### config.mk
export PLATFORM = sky130hd
export DESIGN_NAME = sdctd_ctrl
export DESIGN_NICKNAME = d
export VERILOG_FILES = /design/src/rtl/sdctd_pkg.sv /design/src/rtl/sdctd_ctrl.sv
export SDC_FILE = /design/constraint.sdc
export NUM_CORES = 1
export LEC_CHECK = 0
export CAP_MARGIN = 20
export CORE_MARGIN = 4
export CORE_UTILIZATION = 60
export CTS_CLUSTER_SIZE = 28
export DETAILED_ROUTE_END_ITERATION = 8
export DONT_BUFFER_PORTS = 1
export PLACE_DENSITY = 0.76
export SETUP_SLACK_MARGIN = 0.05
export SYNTH_ARGS = -nofsm -noshare
export SYNTH_HDL_FRONTEND = slang
export SYNTH_SLANG_ARGS = --single-unit
### constraint.sdc
create_clock -name clk -period 2.7 [get_ports clk]
set_clock_uncertainty 0.05 [all_clocks]
set_input_delay 0.135 -clock clk [delete_from_list [all_inputs] [get_ports clk]]
set_output_delay 0.135 -clock clk [all_outputs]
set_load 0.005 [all_outputs]
### src/rtl/sdctd_pkg.sv
// ----------------------------------------------------------------------------
// sdctd_pkg
// Shared types and constants for the stereo dual-comb texture delay.
// ----------------------------------------------------------------------------
`default_nettype none
package sdctd_pkg;

  localparam logic [1:0] CFG_VOICING   = 2'd0;
  localparam logic [1:0] CFG_INTENSITY = 2'd1;
  localparam logic [1:0] CFG_RATE      = 2'd2;

  localparam logic [31:0] SLIDE_K     = 32'd1288490;
  localparam logic [31:0] SLIDE_RESET = 32'd1808181232;
  localparam logic [15:0] VOICING_RST = 16'd27591;
  localparam logic [16:0] INTENS_RST  = 17'd32768;
  localparam logic [10:0] RATE_RST    = 11'd256;

  // Tap selectors for the datapath.
  localparam logic [2:0] TAP_A0 = 3'd0;
  localparam logic [2:0] TAP_A1 = 3'd1;
  localparam logic [2:0] TAP_A2 = 3'd2;
  localparam logic [2:0] TAP_B0 = 3'd3;
  localparam logic [2:0] TAP_B1 = 3'd4;
  localparam logic [2:0] TAP_B2 = 3'd5;

  // Commands from controller to datapath.
  typedef struct packed {
    logic       load;      // seed accumulators, start slide update
    logic       calc;      // advance offset pipeline (one step)
    logic [2:0] calc_step; // which offset step
    logic       wr;        // write ring
    logic       rd;        // issue a tap read
    logic [2:0] rd_tap;
    logic       acc;       // accumulate returned tap
    logic [2:0] acc_tap;
    logic       mix;       // wet/dry mix step
    logic [1:0] mix_step;
    logic       finish;    // result to output register, move pointer
  } sdctd_cmd_t;

endpackage
`default_nettype wire

### src/rtl/sdctd_ctrl.sv
// ----------------------------------------------------------------------------
// sdctd_ctrl
// Sequencer: clearing pass, then per-item command schedule.
// ----------------------------------------------------------------------------
`default_nettype none
module sdctd_ctrl
  import sdctd_pkg::*;
#(
  parameter int RING_DEPTH = 2048
) (
  input  wire logic  clk,
  input  wire logic  rst,
  input  wire logic  in_valid,
  output logic       in_ready,
  output logic       out_valid,
  input  wire logic  out_ready,
  output logic       clearing,
  output logic [$clog2(RING_DEPTH)-1:0] clr_addr,
  output sdctd_cmd_t cmd
);
  localparam int AW = $clog2(RING_DEPTH);
  localparam logic [1:0] ST_CLEAR = 2'd0;
  localparam logic [1:0] ST_IDLE  = 2'd1;
  localparam logic [1:0] ST_RUN   = 2'd2;

  logic [1:0] state;
  logic [4:0] step;
  logic [AW:0] clr_cnt;
  logic out_free;
  logic hold;
  logic out_valid_next;

  // A new item is taken whenever the sequencer is idle. The finish step
  // waits until the output register is free.
  assign in_ready = (state == ST_IDLE);
  assign clearing = (state == ST_CLEAR);
  assign clr_addr = clr_cnt[AW-1:0];
  assign out_free = !out_valid || out_ready;
  assign hold     = (state == ST_RUN) && (step == 5'd18) && !out_free;

  // Schedule: 0 load; 1..5 offset steps; 6 write; 7..12 reads;
  // 9..14 accumulate (read through the RAM and rd_l registers); 15..17 mix; 18 finish.
  always_comb begin
    cmd = '0;
    if (state == ST_RUN) begin
      if (step == 5'd0) cmd.load = 1'b1;
      if (step >= 5'd1 && step <= 5'd5) begin
        cmd.calc = 1'b1;
        cmd.calc_step = 3'(step - 5'd1);
      end
      if (step == 5'd6) cmd.wr = 1'b1;
      if (step >= 5'd7 && step <= 5'd12) begin
        cmd.rd = 1'b1;
        cmd.rd_tap = 3'(step - 5'd7);
      end
      if (step >= 5'd9 && step <= 5'd14) begin
        cmd.acc = 1'b1;
        cmd.acc_tap = 3'(step - 5'd9);
      end
      if (step >= 5'd15 && step <= 5'd17) begin
        cmd.mix = 1'b1;
        cmd.mix_step = 2'(step - 5'd15);
      end
      if (step == 5'd18) cmd.finish = out_free;
    end
  end

  always_comb begin
    out_valid_next = out_valid;
    if (out_valid && out_ready) out_valid_next = 1'b0;
    if (cmd.finish) out_valid_next = 1'b1;
  end

  always_ff @(posedge clk) begin
    if (rst) begin
      state     <= ST_CLEAR;
      step      <= '0;
      clr_cnt   <= '0;
      out_valid <= 1'b0;
    end else begin
      out_valid <= out_valid_next;
      case (state)
        ST_CLEAR: begin
          clr_cnt <= clr_cnt + 1'b1;
          if (clr_cnt == (AW+1)'(RING_DEPTH - 1)) state <= ST_IDLE;
        end
        ST_IDLE: begin
          if (in_valid && in_ready) begin
            state <= ST_RUN;
            step  <= '0;
          end
        end
        ST_RUN: begin
          if (!hold) begin
            step <= step + 1'b1;
            if (step == 5'd18) state <= ST_IDLE;
          end
        end
        default: state <= ST_IDLE;
      endcase
    end
  end
endmodule
`default_nettype wire

Word level (Yosys, flattened, before mapping). Index checks and enable logic that the tools add are counted.

Add/sub/neg operators: 6. Multiply operators: 0. Div/mod/pow operators: 0. Order comparisons: 8. Eq/ne operators: 9. Shift operators: 0. Muxes and demuxes: 18. Bitwise operators: 0. Reductions and logical operators: 17.

Operators by type and width (number): 2-to-1 mux 18 bit (1); adder 12 x 1 -> 12 bit, second input constant (1); == test 12 x 11 -> 1 bit, second input constant (1); 2-to-1 mux 4 bit (3); greater-or-equal comparator 5 x 4 -> 1 bit, second input constant (2); less-or-equal comparator 5 x 4 -> 1 bit, second input constant (2); 2-to-1 mux 5 bit (2); case mux 5 bit (2 select lines) (1); logical AND 1 bit (8); 2-to-1 mux 2 bit (4); inequality test 2 x 1 -> 1 bit, second input constant (3); case mux 2 bit (3 select lines) (1); subtractor 3 x 1 -> 3 bit, second input constant (2); adder 5 x 1 -> 5 bit, second input constant (1); == test 5 x 3 -> 1 bit, second input constant (1); == test 5 bit, second input constant (1); greater-or-equal comparator 5 x 1 -> 1 bit, second input constant (1); greater-or-equal comparator 5 x 3 -> 1 bit, second input constant (1); less-or-equal comparator 5 x 3 -> 1 bit, second input constant (1); less-or-equal comparator 5 bit, second input constant (1); logical NOT 5 bit (1); 2-to-1 mux 1 bit (5); AND reduction 4 bit (1); nonzero test 2 bit (2); other kinds (10) (11).

Register bits: 20. Latch bits: 0. Memory bits (writable): 0. Memory bits (read-only): 0. Bits of input ports: 4. Output and inout port bits: 32. Logic and storage cells: 62. Memories: 0.

Longest topological paths before layout. Gate-level depths: netlist of run 1.

Depth in word-level cells: 6. Mapped depth: 7. Depth with buffers taken out: 6.

Worst setup path before layout of run 1. OpenSTA, ideal clock, no wires.

Kind: register -> register. Start: reg step[0]. End: reg step[0]. Library setup time: 0.065 ns. Arrival time: 1.812 ns. Required time: 2.585 ns. Path slack: 0.773 ns. Cell stages (with the launch flop): 8. Buffers on the path: 1. Clock period less this slack: 1.927 ns. Cells stage by stage: dfxtp_1 > clkbuf_1 > inv_1 > ha_1 > and4bb_2 > a21oi_2 > mux2_1 > nor2_1.

Cells in the longest elaborated chain, start to end: 5. Elaborated cells on any way between the ends: 8. Those cells by class: 1 x add/sub; 2 x eq/ne; 2 x mux; 3 x reduce/logical.

Ends and longest elaborated chain: start: declaration (RTL line sdctd_ctrl.sv:27) `logic [4:0] step;`; start signal: assignment (RTL line sdctd_ctrl.sv:95) `step <= step + 1'b1;`; parallel branches: the longest is 5 deep, another holds adder 5 x 1 -> 5 bit.

Several ways; the timed one is not identified. The select of a mux whose other input is x is not followed. A chain may end at the register's enable or synchronous reset.

==> impl_metrics.py, run 1 <==
metrics = {
    "run_status": {
        "status": "finished, final reports clean",
    },
    "yosys": {
        "synth_area_leaders": "dfxtp_1, nor2_1, buf_4",
        "synthXorXnorAreaFrac_pct": 8.95,
        "syn_nets": 172,
        "synth_mux_area_share_pct": 0.885,
        "synth-async-reset-ratio_pct": 0,
        "syn_area_mm2": 0.00127,
        "ys_warn_count": 0,
        "synth_cell_types": 35,
        "synthAdderAreaFrac_pct": 6.88,
        "synth_compound_area_share_pct": 8.75,
        "ys_seq_area_share_pct": 31.5,
        "yosysTopAreaCellShare_pct": 31.5,
        "yosys.area.top_type": "dfxtp_1",
        "synth_area_per_cell_um2": 7.90,
        "yosys.area_share.simple_pct": 32.2,
        "synth_top_family_by_area": "simple AND/OR/NAND/NOR gates",
        "syn_inst": 161,
        "synth_edf_count": 0,
        "ys.flop_type": "dfxtp_1",
        "ys_ff_latch": 20,
    },
    "grt": {
        "antenna_found_initial": 0,
        "grt_max_degree": 22,
        "grt_pass1_vias": 898,
        "grt_overflow_total": 0,
        "grt.total_usage_pct": 17.6,
        "grt_first_pass_wirelength_um": 3880,
    },
    "worst_setup_path": {
        "rrSetupSlack_ns": 0.65,
        "cp_common_cell": "ha_1",
        "cp_top_family": "flip-flops",
        "slowest_delay_ns": 0.59,
        "r2r.worst_path.cells": 6,
        "crit_path_start": "step[0]",
        "worstSetupPathType": "flip-flop to output pin",
        "r2r-end": "step[0]",
        "cp_slowest_cell": "dfxtp_1",
        "crit_chain": "ha_1, and3_1, ha_1, nor2_1, a22o_1, nor3_1",
        "crit_path_end_kind": "output pin",
        "r2r-start": "step[0]",
        "crit_fanout": 13,
        "worstSetupEndpoint": "cmd[1]",
        "crit_path_start_kind": "flip-flop",
        "cp_num_buf_inv": 0,
        "cp.depth": 6,
        "cp.required_ns": 2.52,
        "critical_path_arrival_ns": 2.04,
    },
    "power_and_ir_drop": {
        "leakagePower_nw": 0.488,
        "peakVddDrop_v": 0.000344,
        "power_density_mw_per_mm2": 395,
    },
    "timing": {
        "hold_violations": 0,
        "period_share_pct": 82.5,
        "rsz0062_at_grt": "false",
        "relSlewSlack_pct": 47.4,
        "slew_viol_final": 0,
        "fmax_mhz": 449,
        "tns_ns": 0,
        "setup_viol": 0,
        "final.min_clock_period_ns": 2.23,
        "worst_pin_slew_ns": 0.786,
    },
    "route": {
        "first_pass_iters": 4,
        "met1_length_um": 1170,
        "ant_nets": 0,
        "num_vias": 1002,
        "drt_iter0_drc": 11,
        "wire_per_inst_um": 13.1,
        "drc": 0,
        "routed_wirelength_um": 2320,
        "via_per_inst": 5.66,
        "dr.max_layer_used": "met3",
        "routed-wl-met3_um": 169,
        "dr_wl_met2_um": 983,
    },
    "cts": {
        "clk_path_buf_depth": 2,
        "h-tree-depth": 1,
        "root_buffer": "clkbuf_4",
        "numCtsBuffers": 3,
        "cts_tree": "done",
        "cts_setup_buffers": 0,
        "cts_sinks": 20,
        "clock_latency_ns": 0.29,
        "cts.clk_slew.worst_paths_ns": 0.11,
    },
    "placement": {
        "place_area_mm2": 0.00119,
        "dpl.hpwl_um": 1750,
        "io_buffer_count": 0,
        "gp_congestion": 0.793,
    },
    "hold_path": {
        "worstHoldPathType": "input port to flip-flop",
    },
    "die": {
        "die_y_um": 54.1,
        "initial_utilization_pct": 64.2,
        "ioPinCount": 36,
        "core_mm2": 0.00198,
        "die_w_um": 54.1,
        "dieArea_mm2": 0.00292,
        "fp-row-count": 16,
    },
    "final_layout": {
        "final_area_mm2": 0.00125,
        "syn2layout_area_growth_pct": -2.06,
        "drive_gt1_share_pct": 5.33,
        "nets": 162,
        "diodes": 0,
        "layout_commonest_cell": "nor2_1",
        "layout_common_cells": "nor2_1, dfxtp_1, nand2_1",
    },
    "run": {
        "drv_cap": 0,
    },
}
[metrics by stage]
stage | power, W | std cells | worst slack (ns) | util (%) | hold slack (ns)
final | 0.000492 | 177 | 0.473 | 62.9 | 0.0491
after global placement | 0.000322 | 171 | 0.779 | 60.0 | 0.157
after floorplan | 0.000329 | 161 | 0.773 | - | 0.188
after CTS | 0.000499 | 177 | 0.463 | 62.9 | 0.0349
after global routing | 0.000514 | 177 | 0.315 | 62.9 | 0.0487
after detailed placement | 0.000323 | 171 | 0.678 | 60.0 | 0.158
[how the worst min path moves through the flow]
stage / from / end / slack [ns] / cells after the start
finish: in_valid / state[0] / 0.05 / 2
global route: in_valid / state[0] / 0.05 / 2
floorplan: rst / step[4] / 0.19 / 1
global placement: rst / clr_cnt[1] / 0.16 / 1
detailed placement: rst / clr_cnt[1] / 0.16 / 1
CTS: in_valid / state[0] / 0.03 / 2
[synthesized netlist by cell type (3+ instances only)]
cell	number
ha_1	7
nand2_1	15
inv_1	5
xor2_1	9
dfxtp_1	20
nand4_1	7
clkbuf_1	3
and3_1	3
or3_1	3
and2_1	3
nand3_1	4
nor2_1	29
a21oi_1	8
xnor2_1	4
nor2b_1	4
buf_4	12
[report_power, final]
part / switching [W] / total [W] / internal, W / leakage [nW]
logic: 0.00000998 / 0.0000171 / 0.00000709 / 0.305
registers: 0.00000630 / 0.000305 / 0.000299 / 0.162
clock network: 0.0000876 / 0.000170 / 0.0000822 / 0.0210
[final cells by class]
| type | count | area [µm²] |
|---|---|---|
| multi-input cells | 118 | 733 |
| fillers | 186 | 736 |
| inverters | 6 | 22.5 |
| repair buffers | 2 | 20.0 |
| well taps | 27 | 33.8 |
| clock buffers | 4 | 36.3 |
| flip-flops and latches | 20 | 400 |
[routing by layer]
| metal | vias to the layer above | GRT usage (%) |
|---|---|---|
| met1 | 465 | 24.1 |
| met3 | 0 | 6.37 |
| met5 | - | 0 |
| met2 | 29 | 26.8 |
| met4 | 0 | 2.49 |
| li1 | 508 | - |
[worst reg2reg max path: stages, from the launching register on]
cell      delay, ns
dfxtp_1        0.59
inv_1          0.16
ha_1           0.23
and4bb_2       0.26
a21oi_2        0.26
mux2_1         0.36
nor2_1         0.08
[state kept, by name (all words and copies together) (netlist names)]
| signal | cells |
|---|---|
| state | 2 |
| step | 5 |
| out_valid | 1 |
| clr_cnt | 12 |
[kinds of logic (layout without fill, tap and decap cells)]
| kind of cell | after synthesis | in the layout |
|---|---|---|
| and+or+nand+nor | 79 | 79 |
| AOI/OAI and AO/OA | 18 | 18 |
| muxes | 1 | 1 |
| adders and majority gates | 7 | 7 |
| buffers and inverters | 23 | 12 |
| DFF | 20 | 20 |
| xor gates and xnor gates | 13 | 13 |
[timing repair]
action                                 in CTS  in global routing
hold buffers                                2                  0
endpoints found under the hold margin      20                  0
gates resized for setup                     0                  0
(Power assumes the default switching activity.)
==> inputs of run 2 (changes only) <==
--- a/config.mk
+++ b/config.mk
@@ -7,11 +7,11 @@
 export LEC_CHECK = 0
 export CAP_MARGIN = 20
 export CORE_MARGIN = 4
-export CORE_UTILIZATION = 60
+export CORE_UTILIZATION = 56
 export CTS_CLUSTER_SIZE = 28
 export DETAILED_ROUTE_END_ITERATION = 8
 export DONT_BUFFER_PORTS = 1
-export PLACE_DENSITY = 0.76
+export PLACE_DENSITY = 0.74
 export SETUP_SLACK_MARGIN = 0.05
 export SYNTH_ARGS = -nofsm -noshare
 export SYNTH_HDL_FRONTEND = slang
==> constraint.sdc (replaced) <==
create_clock -name clk -period 1.9 [get_ports clk]
set_clock_uncertainty 0.05 [all_clocks]
set_input_delay 0.095 -clock clk [delete_from_list [all_inputs] [get_ports clk]]
set_output_delay 0.095 -clock clk [all_outputs]
set_load 0.005 [all_outputs]
==> impl_metrics.py, run 2 (synthesis gave the netlist of run 1 again) <==
metrics = {
    "route": {
        "num_vias": 1021,
        "routed_wirelength_um": 2520,
        "wire_per_inst_um": 13.8,
        "drt_iter0_drc": 25,
        "drc": 0,
        "ant_nets": 0,
        "via_per_inst": 5.58,
        "first_pass_iters": 4,
    },
    "die": {
        "ioPinCount": 36,
        "fp-row-count": 16,
        "die_w_um": 55.7,
        "die_y_um": 55.7,
        "core_mm2": 0.00206,
        "dieArea_mm2": 0.00310,
        "initial_utilization_pct": 61.7,
    },
    "power_and_ir_drop": {
        "peakVddDrop_v": 0.000358,
        "p_total_w": 0.000705,
        "power_density_mw_per_mm2": 530,
        "leakagePower_nw": 0.520,
    },
    "worst_setup_path": {
        "worstSetupPathType": "flip-flop to flip-flop",
        "crit_chain": "buf_4, ha_1, and4bb_2, a21oi_2, mux2_1, nor2_1",
        "crit_path_end_kind": "flip-flop",
        "r2r-end": "step[0]",
        "critical_path_arrival_ns": 1.97,
        "crit_fanout": 6,
        "worstSetupEndpoint": "step[0]",
        "crit_path_start_kind": "flip-flop",
        "crit_path_start": "step[1]",
        "r2r-start": "step[1]",
        "slowest_delay_ns": 0.38,
        "r2r.worst_path.cells": 6,
        "cp_slowest_cell": "dfxtp_4",
        "rrSetupSlack_ns": 0.11,
        "cp.required_ns": 2.08,
    },
    "run_status": {
        "status": "finished, final reports clean",
    },
    "grt": {
        "grt.total_usage_pct": 16.3,
        "grt_pass1_vias": 914,
        "grt_first_pass_wirelength_um": 4130,
        "top_usage_layer": "met2",
        "grt_max_degree": 22,
        "antenna_found_initial": 0,
        "use_met2_pct": 24.8,
        "grt_overflow_total": 0,
        "gr-usage-met1_pct": 19.5,
        "grt_use_met3_pct": 7.66,
    },
    "cts": {
        "cts.clk_slew.worst_paths_ns": 0.10,
        "cts_sinks": 20,
        "numCtsBuffers": 3,
        "root_buffer": "clkbuf_4",
        "cts_tree": "done",
        "clk_path_buf_depth": 2,
        "h-tree-depth": 1,
        "clock_latency_ns": 0.31,
    },
    "run": {
        "drv_cap": 0,
    },
    "timing": {
        "tns_ns": 0,
        "final.min_clock_period_ns": 1.79,
        "hold_violations": 0,
        "rsz0062_at_grt": "true",
        "fmax_mhz": 559,
        "relSlewSlack_pct": 49.7,
        "setup_viol": 0,
        "worst_slack_ns": 0.109,
        "slew_viol_final": 0,
        "worst_pin_slew_ns": 0.752,
        "period_share_pct": 94.2,
    },
    "final_layout": {
        "largestRegisters": "clr_cnt (12), step (5), state (2)",
        "regMostFlops": "clr_cnt",
        "nets": 168,
        "drive_gt1_share_pct": 13.5,
        "syn2layout_area_growth_pct": 4.52,
        "layout_commonest_cell": "nor2_1",
        "diodes": 0,
        "fin_util_pct": 64.5,
        "largest_reg_flops": 12,
        "layout_common_cells": "nor2_1, dfxtp_1, nand2_1",
    },
    "hold_path": {
        "worstHoldPathType": "input port to flip-flop",
    },
    "placement": {
        "place_ws_ns": 0.128,
        "dpl.hpwl_um": 1840,
        "io_buffer_count": 0,
        "gp_congestion": 0.833,
    },
}
run 2: critical path, delay by kind of cell, from the launching register on:
kind,cells,cell delay (ns)
adder cells (fa/ha/maj),1,0.19
AO/OA/AOI/OAI,1,0.26
AND/OR/NAND/NOR,2,0.35
buffers and inverters,1,0.14
flip-flops,1,0.38
multiplexers,1,0.35
run 2: worst min-delay path by stage:
stage	from	to	slack, ns	cells after the start
final	out_ready	step[1]	0.19	4
after global routing	out_ready	step[1]	0.24	4
after CTS	out_ready	step[1]	0.17	4
after detailed placement	rst	out_valid	0.12	1
after global placement	rst	out_valid	0.12	1
after floorplan	rst	step[4]	0.15	1
run 2: through the flow:
stage,std cells,instance area (µm²),hold slack (ns)
2_1_floorplan,161,1270,0.148
3_3_place_gp,175,1220,0.118
3_5_place_dp,175,1220,0.118
4_1_cts,182,1310,0.174
5_1_grt,183,1330,0.239
6_report,183,1330,0.186
run 2: metal layers:
metal | share of wire [%] | wire [µm]
met5 | 0 | 0
met4 | 1.6 | 40
met3 | 8.8 | 223
met2 | 42 | 1070
met1 | 47 | 1190
run 2: timing repair:
item,4_1_cts,5_1_grt
hold buffers,3,0
setup buffers,0,1
hold endpoints to repair,20,0
resized for setup,6,5
endpoints found under the setup margin,4,10
run 2: final cells by class:
class / instances / area, µm²
multi-input combinational: 118 / 759
sequential: 20 / 410
fill: 187 / 732
clock buffer: 4 / 36.3
timing repair buffer: 8 / 67.6
inverter: 6 / 22.5
tap: 27 / 33.8
run 2: where the power goes:
| group | switching [W] | internal [W] | total [W] |
|---|---|---|---|
| logic | 0.0000144 | 0.0000116 | 0.0000261 |
| registers | 0.00000886 | 0.000422 | 0.000431 |
| clock network | 0.000130 | 0.000117 | 0.000247 |
| total | 0.000154 | 0.000551 | 0.000705 |
==> inputs of run 3 (changes only) <==
--- a/config.mk
+++ b/config.mk
@@ -6,6 +6,7 @@
 export NUM_CORES = 1
 export LEC_CHECK = 0
 export CAP_MARGIN = 20
+export CORE_ASPECT_RATIO = 0.9
 export CORE_MARGIN = 4
 export CORE_UTILIZATION = 56
 export CTS_CLUSTER_SIZE = 28
==> impl_metrics.py, run 3 (synthesis gave the netlist of run 1 again) <==
metrics = {
    "run": {
        "drv_cap": 0,
    },
    "worst_setup_path": {
        "cp_common_cell": "ha_4",
        "slowest_delay_ns": 0.40,
        "cp.required_ns": 1.75,
        "critical_path_arrival_ns": 1.64,
        "crit_fanout": 6,
        "worstSetupPathType": "flip-flop to output pin",
        "crit_chain": "ha_4, and3_4, ha_4, nor2_2, a22o_1, nor3_2",
        "crit_path_end_kind": "output pin",
        "cp_slowest_cell": "dfxtp_4",
        "cp_top_family": "simple AND/OR/NAND/NOR gates",
        "cp_num_buf_inv": 0,
        "crit_path_start_kind": "flip-flop",
    },
    "route": {
        "first_pass_iters": 4,
        "via_per_inst": 5.77,
        "drt_iter0_drc": 33,
        "routed_wirelength_um": 2650,
        "num_vias": 1062,
        "ant_nets": 0,
        "wire_per_inst_um": 14.4,
        "drc": 0,
    },
    "timing": {
        "fmax_mhz": 560,
        "tns_ns": 0,
        "period_share_pct": 94.0,
        "final.min_clock_period_ns": 1.79,
        "setup_viol": 0,
        "worst_pin_slew_ns": 0.801,
        "relSlewSlack_pct": 46.4,
        "rsz0062_at_grt": "true",
        "hold_violations": 0,
        "slew_viol_final": 0,
    },
    "die": {
        "dieArea_mm2": 0.00310,
        "die_w_um": 58.2,
        "initial_utilization_pct": 58.9,
        "core_mm2": 0.00216,
        "die_y_um": 53.2,
        "fp-row-count": 16,
        "ioPinCount": 36,
    },
    "final_layout": {
        "largestRegisters": "clr_cnt (12), step (5), state (2)",
        "layout_common_cells": "nor2_1, dfxtp_1, nand2_1",
        "instances_no_fill": 184,
        "fillerInstances": 190,
        "largest_reg_flops": 12,
        "nets": 169,
        "ff_latch_area_um2": 409,
        "layout_commonest_cell": "nor2_1",
        "multi_input_area_um2": 778,
        "drive_gt1_share_pct": 15.9,
        "diodes": 0,
        "regMostFlops": "clr_cnt",
        "syn2layout_area_growth_pct": 6.49,
    },
    "grt": {
        "grt_pass1_vias": 949,
        "grt.total_usage_pct": 17.1,
        "grt_first_pass_wirelength_um": 4060,
        "grt_overflow_total": 0,
        "grt_max_degree": 22,
        "antenna_found_initial": 0,
    },
    "run_status": {
        "status": "finished, final reports clean",
    },
    "cts": {
        "clk_path_buf_depth": 2,
        "numCtsBuffers": 3,
        "clock_latency_ns": 0.30,
        "cts_sinks": 20,
        "h-tree-depth": 1,
        "root_buffer": "clkbuf_4",
        "cts.clk_slew.worst_paths_ns": 0.10,
        "cts_tree": "done",
    },
    "power_and_ir_drop": {
        "peakVddDrop_v": 0.000656,
        "leakagePower_nw": 0.524,
        "power_density_mw_per_mm2": 517,
    },
    "placement": {
        "gp_congestion": 0.838,
        "dp.cells": 174,
        "dpl.hpwl_um": 1930,
        "io_buffer_count": 0,
    },
    "hold_path": {
        "worstHoldPathType": "input port to flip-flop",
    },
}
run 3: path summary, 6_finish.rpt:
path,endpoint,startpoint,cells past startpoint,slack (ns)
hold / removal,state[1],in_valid,2,0.04
hold reg to reg,clr_cnt[11],clr_cnt[11],2,0.45
setup / recovery,cmd[1],step[0],6,0.11
setup reg to reg,step[0],step[1],6,0.12
run 3: metal layers:
layer	track usage (%)	vias up	part of all wire (%)
met2	28.4	33	49
met1	20.1	500	44
met4	4.63	0	0.87
met5	0	-	0
met3	7.56	4	5.8
li1	-	525	-
run 3: stage by stage:
stage | power (W) | instance area [µm²] | util [%] | worst slack, ns | hold slack [ns]
global placement | 0.000458 | 1210 | 56.1 | 0.191 | 0.117
CTS | 0.000714 | 1290 | 59.6 | 0.0868 | 0.000323
finish | 0.000700 | 1360 | 62.7 | 0.113 | 0.0362
floorplan | 0.000467 | 1270 | - | 0.0935 | 0.148
detailed placement | 0.000459 | 1210 | 56.1 | 0.109 | 0.120
global route | 0.000742 | 1360 | 62.7 | 0.00153 | 0.0268
run 3: where the power goes:
group          internal, W  switching, W  total (W)
clock             0.000117      0.000126   0.000243
sequential        0.000422    0.00000888   0.000431
combinational    0.0000116     0.0000146  0.0000262
total             0.000551      0.000149   0.000700
run 3: cell type report:
class,instances,share of cell area (%)
multi-input combinational,118,57.4
sequential,20,30.2
tap,27,2.49
timing repair buffer,9,5.54
clock buffer,4,2.68
inverter,6,1.66
run 3: repair_timing:
item                       in CTS  in global routing
pin swaps                       0                  3
hold buffers                    2                  1
resized for setup               5                 10
setup endpoints to repair       4                 15
hold endpoints to repair       20                  2
buffers inserted                0                  3
